<file path="config.mk">
export PLATFORM = sky130hd
export DESIGN_NAME = tkps_back
export DESIGN_NICKNAME = d
export VERILOG_FILES = /design/src/design/tkps_pkg.sv /design/src/design/tkps_ram.sv /design/src/design/tkps_back.sv
export SDC_FILE = /design/constraint.sdc
export NUM_CORES = 2
export LEC_CHECK = 0
export BUFFER_PORTS_ARGS = -buffer_cell sky130_fd_sc_hd__clkbuf_2
export CAP_MARGIN = 20
export CELL_PAD_IN_SITES_DETAIL_PLACEMENT = 0
export CELL_PAD_IN_SITES_GLOBAL_PLACEMENT = 1
export CORE_MARGIN = 3
export CORE_UTILIZATION = 50
export DETAILED_ROUTE_END_ITERATION = 12
export PLACE_DENSITY = 0.74
export REMOVE_ABC_BUFFERS = 1
export SETUP_SLACK_MARGIN = 0.05
export SLEW_MARGIN = 40
export SYNTH_ARGS = -nofsm -noshare
export SYNTH_HDL_FRONTEND = slang
export SYNTH_SLANG_ARGS = --single-unit
</file>
<file path="constraint.sdc">
create_clock -name clk -period 6.69 [get_ports clk]
set_input_delay 0.669 -clock clk [delete_from_list [all_inputs] [get_ports clk]]
set_output_delay 0.669 -clock clk [all_outputs]
set_load 0.01 [all_outputs]
</file>
<file path="src/design/tkps_pkg.sv">
// ----------------------------------------------------------------------------
// tkps_pkg
// Types and constants shared by the top-k pair sums block.
// ----------------------------------------------------------------------------
package tkps_pkg;

  localparam int VAL_W = 16;
  localparam int SUM_W = VAL_W + 1;
  localparam int CNT_W = 7;

  typedef struct packed {
    logic [VAL_W-1:0] elem_first;
    logic [VAL_W-1:0] elem_second;
    logic             last_pair;
    logic [CNT_W-1:0] top_count;
  } pair_item_t;

  typedef struct packed {
    logic [SUM_W-1:0] pair_sum;
    logic             last_sum;
  } sum_item_t;

  // front to back: a finished, sorted load waiting for the back end
  typedef struct packed {
    logic             pending;
    logic [CNT_W-1:0] n;
    logic [CNT_W-1:0] k;
    logic [VAL_W-1:0] head_first;
    logic [VAL_W-1:0] head_second;
  } run_req_t;

  // back to front: drain control
  typedef struct packed {
    logic shift;
    logic done;
  } run_ack_t;

endpackage

</file>
<file path="src/design/tkps_ram.sv">
// ----------------------------------------------------------------------------
// tkps_ram
// Generic single write, single read RAM with registered read data.
// ----------------------------------------------------------------------------
module tkps_ram #(
  parameter int WIDTH = 16,
  parameter int DEPTH = 64
) (
  input  logic                                     clk,
  input  logic                                     we,
  input  logic [((DEPTH > 1) ? $clog2(DEPTH) : 1)-1:0] waddr,
  input  logic [WIDTH-1:0]                         wdata,
  input  logic                                     re,
  input  logic [((DEPTH > 1) ? $clog2(DEPTH) : 1)-1:0] raddr,
  output logic [WIDTH-1:0]                         rdata
);

  logic [WIDTH-1:0] mem [DEPTH];

  always_ff @(posedge clk) begin
    if (we) begin
      mem[waddr] <= wdata;
    end
    if (re) begin
      rdata <= mem[raddr];
    end
  end

endmodule

</file>
<file path="src/design/tkps_back.sv">
// ----------------------------------------------------------------------------
// tkps_back
// Copies a sorted load into RAM, then picks each next largest sum by scanning
// the column pointers of the first k rows of the first array.
// ----------------------------------------------------------------------------
module tkps_back #(
  parameter int MAX_LEN = 64
) (
  input  logic                clk,
  input  logic                rst,
  input  tkps_pkg::run_req_t  req,
  output tkps_pkg::run_ack_t  ack,
  output logic                empty,
  input  logic                pop,
  output tkps_pkg::sum_item_t result
);
  import tkps_pkg::*;

  localparam int IDX_W = (MAX_LEN > 1) ? $clog2(MAX_LEN) : 1;

  localparam logic [2:0] ST_IDLE  = 3'd0;
  localparam logic [2:0] ST_COPY  = 3'd1;
  localparam logic [2:0] ST_SCAN0 = 3'd2;
  localparam logic [2:0] ST_SCAN1 = 3'd3;
  localparam logic [2:0] ST_SCAN2 = 3'd4;
  localparam logic [2:0] ST_EMIT  = 3'd5;

  logic [2:0]       state;
  logic [CNT_W-1:0] n;
  logic [CNT_W-1:0] k;
  logic [CNT_W-1:0] idx;
  logic [CNT_W-1:0] emitted;
  logic             best_valid;
  logic [SUM_W-1:0] best_sum;
  logic [CNT_W-1:0] best_row;
  logic [CNT_W-1:0] best_ptr;
  logic             out_valid;
  sum_item_t        out_item;

  logic             a_we, b_we, p_we, a_re, b_re, p_re;
  logic [IDX_W-1:0] a_waddr, p_waddr, a_raddr, b_raddr, p_raddr;
  logic [CNT_W-1:0] p_wdata;
  logic [VAL_W-1:0] a_rdata, b_rdata;
  logic [CNT_W-1:0] p_rdata;
  logic [SUM_W-1:0] cand_sum;

  assign cand_sum = SUM_W'(a_rdata) + SUM_W'(b_rdata);

  always_comb begin
    a_we    = (state == ST_COPY);
    b_we    = (state == ST_COPY);
    a_waddr = idx[IDX_W-1:0];
    p_we    = (state == ST_COPY) || (state == ST_EMIT && !out_valid);
    p_waddr = (state == ST_COPY) ? idx[IDX_W-1:0] : best_row[IDX_W-1:0];
    p_wdata = (state == ST_COPY) ? '0 : best_ptr + CNT_W'(1);
    a_re    = (state == ST_SCAN0);
    p_re    = (state == ST_SCAN0);
    a_raddr = idx[IDX_W-1:0];
    p_raddr = idx[IDX_W-1:0];
    b_re    = (state == ST_SCAN1);
    b_raddr = p_rdata[IDX_W-1:0];
  end

  tkps_ram #(.WIDTH(VAL_W), .DEPTH(MAX_LEN)) u_first_ram (
    .clk(clk), .we(a_we), .waddr(a_waddr), .wdata(req.head_first),
    .re(a_re), .raddr(a_raddr), .rdata(a_rdata)
  );

  tkps_ram #(.WIDTH(VAL_W), .DEPTH(MAX_LEN)) u_second_ram (
    .clk(clk), .we(b_we), .waddr(a_waddr), .wdata(req.head_second),
    .re(b_re), .raddr(b_raddr), .rdata(b_rdata)
  );

  tkps_ram #(.WIDTH(CNT_W), .DEPTH(MAX_LEN)) u_ptr_ram (
    .clk(clk), .we(p_we), .waddr(p_waddr), .wdata(p_wdata),
    .re(p_re), .raddr(p_raddr), .rdata(p_rdata)
  );

  assign ack.shift = (state == ST_COPY);
  assign ack.done  = (state == ST_COPY) && (idx == n - CNT_W'(1));

  always_ff @(posedge clk) begin
    if (rst) begin
      state      <= ST_IDLE;
      idx        <= '0;
      emitted    <= '0;
      best_valid <= 1'b0;
      out_valid  <= 1'b0;
      n          <= '0;
      k          <= '0;
    end else begin
      if (out_valid && pop) begin
        out_valid <= 1'b0;
      end
      unique case (state)
        ST_IDLE: begin
          if (req.pending) begin
            n     <= req.n;
            k     <= req.k;
            idx   <= '0;
            state <= ST_COPY;
          end
        end
        ST_COPY: begin
          if (idx == n - CNT_W'(1)) begin
            idx        <= '0;
            emitted    <= '0;
            best_valid <= 1'b0;
            state      <= (k == '0) ? ST_IDLE : ST_SCAN0;
          end else begin
            idx <= idx + CNT_W'(1);
          end
        end
        ST_SCAN0: state <= ST_SCAN1;
        ST_SCAN1: state <= ST_SCAN2;
        ST_SCAN2: begin
          // row still has a column left
          if (p_rdata < n && (!best_valid || cand_sum > best_sum)) begin
            best_valid <= 1'b1;
            best_sum   <= cand_sum;
            best_row   <= idx;
            best_ptr   <= p_rdata;
          end
          if (idx == k - CNT_W'(1)) begin
            state <= ST_EMIT;
          end else begin
            idx   <= idx + CNT_W'(1);
            state <= ST_SCAN0;
          end
        end
        ST_EMIT: begin
          if (!out_valid) begin
            out_valid         <= 1'b1;
            out_item.pair_sum <= best_sum;
            out_item.last_sum <= (emitted == k - CNT_W'(1));
            emitted           <= emitted + CNT_W'(1);
            idx               <= '0;
            best_valid        <= 1'b0;
            state <= (emitted == k - CNT_W'(1)) ? ST_IDLE : ST_SCAN0;
          end
        end
        default: state <= ST_IDLE;
      endcase
    end
  end

  assign empty  = !out_valid;
  assign result = out_item;

endmodule

</file>
After elaboration in Yosys (flattened, before gate mapping)
Memory sizes are Yosys's and may differ from the RTL's. A register that Yosys moved wholly into a read port is not among the register bits.
Cells that the tools add are included.
- add/subtract/negate cells: 6
- $lt $le $gt $ge: 2
- equality and inequality tests: 13
- multiplexer cells: 28
- bitwise gates (word level): 2
- reductions and logical operators: 20
- operators with widths (cell ; number):
    two-way mux 7 bit ; 7
    one-hot mux 7 bit (4 select lines) ; 1
    adder 7 x 1 -> 7 bit (second input constant) ; 3
    == test 7 bit ; 3
    one-hot mux 3 bit (6 select lines) ; 1
    adder 16 x 16 -> 17 bit ; 1
    greater-than comparator 17 bit ; 1
    one-hot mux 7 bit (2 select lines) ; 1
    subtractor 7 x 1 -> 7 bit (second input constant) ; 2
    two-way mux 3 bit ; 4
    AND reduction 3 bit ; 4
    two-way mux 1 bit ; 10
    inequality test 2 bit (second input constant) ; 4
    AND reduction 4 bit ; 2
    logical NOT 7 bit ; 1
    < comparator 7 bit ; 1
    == test 3 x 2 -> 1 bit (second input constant) ; 2
    == test 3 bit (second input constant) ; 2
    two-way mux 6 bit ; 1
    logical AND 1 bit ; 4
    two-way mux 2 bit ; 2
    nonzero test 4 bit ; 1
    == test 3 x 1 -> 1 bit (second input constant) ; 1
    logical NOT 3 bit ; 1
    8 further kinds ; 11
- bits in registers: 81
- bits in writable memories: 2496
- bits of input ports: 50
- output and inout port bits: 21
- logic and storage cells: 86
- memories: 3
- memory list (memory ; depth ; bits a word ; read ports ; clocked after memory_dff ; write ports ; line ; text):
    u_first_ram.mem ; 64 ; 16 ; 1 ; 1 ; 1 ; tkps_ram.sv:18 ; logic [WIDTH-1:0] mem [DEPTH];
    u_second_ram.mem ; 64 ; 16 ; 1 ; 1 ; 1 ; tkps_ram.sv:18 ;
    u_ptr_ram.mem ; 64 ; 7 ; 1 ; 1 ; 1 ; tkps_ram.sv:18 ;

Longest topological paths before layout
- depth after elaboration: 6
- gate-level depth with buffers: 16

By module
From an unflattened synthesis, not the netlist that was laid out.
- cells, all modules: 5012
- area total of the unflattened synthesis: 103252.8 um^2
- by module, submodules not included (module ; instances ; cells each ; area an instance (um^2) ; seq. area each (um^2)):
    tkps_ram at u_first_ram ... ; 2 ; 1829 ; 40202.3 ; 31230.0
    tkps_ram at u_ptr_ram ; 1 ; 827 ; 17705.7 ; 13663.1
    tkps_back ; 1 ; 527 ; 5142.4 ; 2102.0

Worst setup path after synthesis
OpenSTA, ideal clock, no wires.
- kind: reg-to-reg
- from: register u_first_ram.rdata[0], read port of u_first_ram.mem
- to: register best_ptr[0] (enable)
- library setup time: 0.473 ns
- data arrival time: 5.330 ns
- required time: 6.217 ns
- slack: 0.888 ns
- stages on the path, launching flop included: 15
- buffers on the path: 0
- clock period less this slack: 5.802 ns
- cells stage by stage: edfxtp_1 > ha_1 > fa_1 > a21o_1 > a21oi_1 > o21ai_0 > and2_1 > a211oi_1 > o21ai_0 > xor2_1 > ha_1 > nand4_1 > nor2_1 > o31ai_1 > a311oi_1
- longest elaborated chain between the ends: 5
- ends and longest elaborated chain (item ; line ; text):
    start, declared ; tkps_ram.sv:15 ; output logic [WIDTH-1:0] rdata
    adder 16 x 16 -> 17 bit ; tkps_back.sv:47 ; assign cand_sum = SUM_W'(a_rdata) + SUM_W'(b_rdata);
    via cand_sum[12] ; tkps_back.sv:45 ; logic [SUM_W-1:0] cand_sum;
    greater-than comparator 17 bit ; tkps_back.sv:118 ; if (p_rdata < n && (!best_valid || cand_sum > best_sum)) begin
    logical OR 1 bit ; tkps_back.sv:118 ;
    logical AND 1 bit ; tkps_back.sv:118 ;
    AND reduction 3 bit (no line) ; -- ;
    end signal, assigned ; tkps_back.sv:122 ; best_ptr <= p_rdata;
    end, declared ; tkps_back.sv:36 ; logic [CNT_W-1:0] best_ptr;
The timed path passes the listed nets, and every way through them passes these cells.
A chain may end at the register's enable or synchronous reset.

Final worst setup path
- from: register u_first_ram.rdata[0], read port of u_first_ram.mem
- to: register best_sum[11] (enable)
- longest elaborated chain between the ends: 5
- ends and longest elaborated chain (item ; line ; text):
    adder 16 x 16 -> 17 bit ; tkps_back.sv:47 ;
    via cand_sum[10] ; tkps_back.sv:45 ;
    greater-than comparator 17 bit ; tkps_back.sv:118 ;
    logical OR 1 bit ; tkps_back.sv:118 ;
    logical AND 1 bit ; tkps_back.sv:118 ;
    AND reduction 3 bit (no line) ; -- ;
    end signal, assigned ; tkps_back.sv:120 ; best_sum <= cand_sum;
    end, declared ; tkps_back.sv:34 ; logic [SUM_W-1:0] best_sum;
The timed path passes the listed nets, and every way through them passes these cells.

==> impl_metrics.ini <==
[run_status]
status = completed

[routing]
wl_met2_mm = 134
viasPerCell = 6.51
wl_per_cell_um = 33.9
drtIter0Drc = 7617
ant_nets = 0
dr_wl_met3_mm = 26.5
top_layer = met5
drt_wl_total_mm = 282
drc = 0
wl_met1_mm = 110
drt-pass1-iter-count = 7
via_count = 54280

[clock_network]
clkSinkCount = 2616
cts_inserted_buffers = 274
clkTransAtPathRegs_ps = 60
hold_buffers = 9
cts_tree = done
cts_resized = 0
htree_levels = 5
worstSkewPairLatency_ps = 920
clockBufferDepth = 4
clock-root-buffer = clkbuf_16
post_cts_buffers = 0

[synthesis]
synth.area.top_cells = edfxtp_1 (76%), mux4_2 (9.6%), a221oi_1 (1.7%), mux2i_1 (1.6%), mux2_2 (1.2%)
netlist.area_leader.share_pct = 76.1
synth_top_area_cell = edfxtp_1
ys_warn_count = 0
ys_async_sr_fraction_pct = 0
syn_inst = 5195
yosysSeqAreaShare_pct = 76.8
synth_edf_count = 2583
ys_ff_latch = 2616
syn_avg_cell_area_um2 = 19.6
synth_cell_types = 76
netlist_area_mm2 = 0.102
synth-main-ff-cell = edfxtp_1

[finish]
nets = 5571
drive_above_1_share_pct = 23.3
mostFrequentLayoutCell = edfxtp_1
final_cell_mix = edfxtp_1 (2583), mux4_2 (434), clkbuf_16 (281)
nFillCells = 14835
syn2layout_area_growth_pct = 13.6
fin_cells = 8333

[power]
p_leak_nw = 36.2
combPwrFrac_pct = 4.7
power.density_mw_per_mm2 = 295
intPower_w = 0.0270
peakVddDrop_uv = 281
p_switching_w = 0.00713
power.clock.fraction_pct = 42.2
seq_power_share_pct = 53.1
netSwitchingFraction_pct = 20.9

[grt]
grt_pass1_wl_mm = 402
grt_use_total_pct = 26.9
antenna_found_initial = 14
grt_overflow = 0
grt_max_degree = 102
grt_pass1_vias = 53251

[sta]
setup_tns_ps = 0
slew_viol_final = 0
setup_viol = 0
rsz0062_at_grt = false
fin_ws_ps = 1900
hold_viol_final = 0
worst_hold_slack_ps = 46.9
worst_clock_skew_ps = 59.9
fin_crit_ps = 4790
tightestPinTransition_ps = 924
period_share_pct = 71.6
clock.fmax_mhz = 209
slew_headroom_pct = 36.7

[die]
die_w_um = 457
die_area_mm2 = 0.209
die_h_um = 457
initial_core_util_pct = 50.4
rows = 165
coreArea_mm2 = 0.202
io-pin-count = 71

[place]
finalWeightedCongestion = 0.873
placed_cells = 7857
io_buffers = 70
dpl.hpwl_mm = 165
dp_slack_ps = 1880

[critical_path]
worst_ep_arrival_time_ps = 5350
critPathKind = flop to flop
slowest_stage = a311oi_4
required_ps = 7250
crit_chain = ha_1, fa_1, a21o_1, a21oi_1, o21ai_0, and2_1, a211oi_1, xnor2_1, ha_1, a21o_1, a21o_1, a21oi_1, o21ai_0, o21a_1, o21ai_0, a311oi_4, buf_4
critPathCaptureType = flop
crit_buf_inv = 1
start_kind = flop
worst_path_largest_cell_delay_ps = 680
path_max_fanout = 17
crit_family = compound AO/OA/AOI/OAI gates

[hold_path]
hold_path.class = primary input to flop

[flow_run]
max-cap-violations = 0
## layout make-up
cell class	count	area, um2	share of cell area, %
Clock inverter	113	1020	0.881
Timing Repair Buffer	315	2870	2.48
Inverter	45	174	0.150
Tap cell	2672	3340	2.89
Clock buffer	339	7250	6.27
Multi-Input combinational cell	2224	22800	19.7
Antenna cell	9	22.5	0.0195
Sequential cell	2616	78200	67.6
## sequential cells by signal (all words and copies together) (netlist names)
| register | cells |
|---|---|
| best_ptr | 7 |
| result | 18 |
| u_second_ram.mem | 1024 |
| best_valid | 1 |
| u_ptr_ram.rdata | 7 |
| k | 7 |
| u_ptr_ram.mem | 448 |
| u_first_ram.rdata | 16 |
| state | 3 |
| emitted | 7 |
| out_valid | 1 |
| n | 7 |
| best_row | 6 |
| u_first_ram.mem | 1024 |
| u_second_ram.rdata | 16 |
| idx | 7 |
| best_sum | 17 |
## power groups by stage
stage          combinational [W]  sequential (W)  clock, W
2_1_floorplan           0.000826          0.0186         0
3_3_place_gp             0.00153          0.0185         0
3_5_place_dp             0.00157          0.0185         0
4_1_cts                  0.00158          0.0181    0.0145
5_1_grt                  0.00168          0.0181    0.0152
6_report                 0.00159          0.0181    0.0144
## logic make-up after synthesis
| group | synth area share, % |
|---|---|
| XOR/XNOR | 0.479 |
| buffers and inverters | 1.58 |
| AO/OA/AOI/OAI | 5.49 |
| AND/OR/NAND/NOR | 2.71 |
| multiplexers | 12.4 |
| flip-flops | 76.8 |
| adder cells (fa/ha/maj) | 0.560 |
## worst reg2reg max path, cell delays in order (launching register included)
cell      delay, ps
edfxtp_1        390
ha_1            250
fa_1            400
a21o_1          180
a21oi_1         270
o21ai_0         150
and2_1          190
a211oi_1        360
xnor2_1         150
ha_1            330
a21o_1          120
a21o_1          110
a21oi_1          60
o21ai_0         170
o21a_1          130
o21ai_0         140
a311oi_4        680
buf_4           390
## path summary, 6_finish.rpt
check	start	endpoint	slack, ps	cells after the start
worst max register to register	u_first_ram.rdata[0]	best_sum[11]	1900	17
worst max-delay path	u_first_ram.rdata[0]	best_sum[11]	1900	17
worst min-delay path	req[36]	k[4]	50	3
worst min register to register	emitted[6]	emitted[6]	470	2
## cells in the mapped netlist (all sizes together), types with 32 or more instances
library cell and number:
nand2 154, a211oi 32, o21ai 88, edfxtp 2583, mux2i 163, buf 166
o22ai 60, a221oi 203, mux2 110, a22oi 65, nor2 324, ha 44
xnor2 33, clkbuf 144, mux4 434, a21oi 191, inv 45, dfxtp 33
## metrics by stage
stage               power, W  utilization, %  area [um2]
global route          0.0350            57.2      116000
global placement      0.0200            52.7      107000
CTS                   0.0342            57.1      116000
floorplan             0.0194               -      100000
finish                0.0341            57.2      116000
detailed placement    0.0200            53.0      107000
## routing by layer
metal	global-route usage (%)	vias up
met5	0	-
met4	10.2	10
met3	5.42	609
met2	42.4	3109
met1	37.4	28492
li1	-	22060
(Power assumes the default switching activity.)
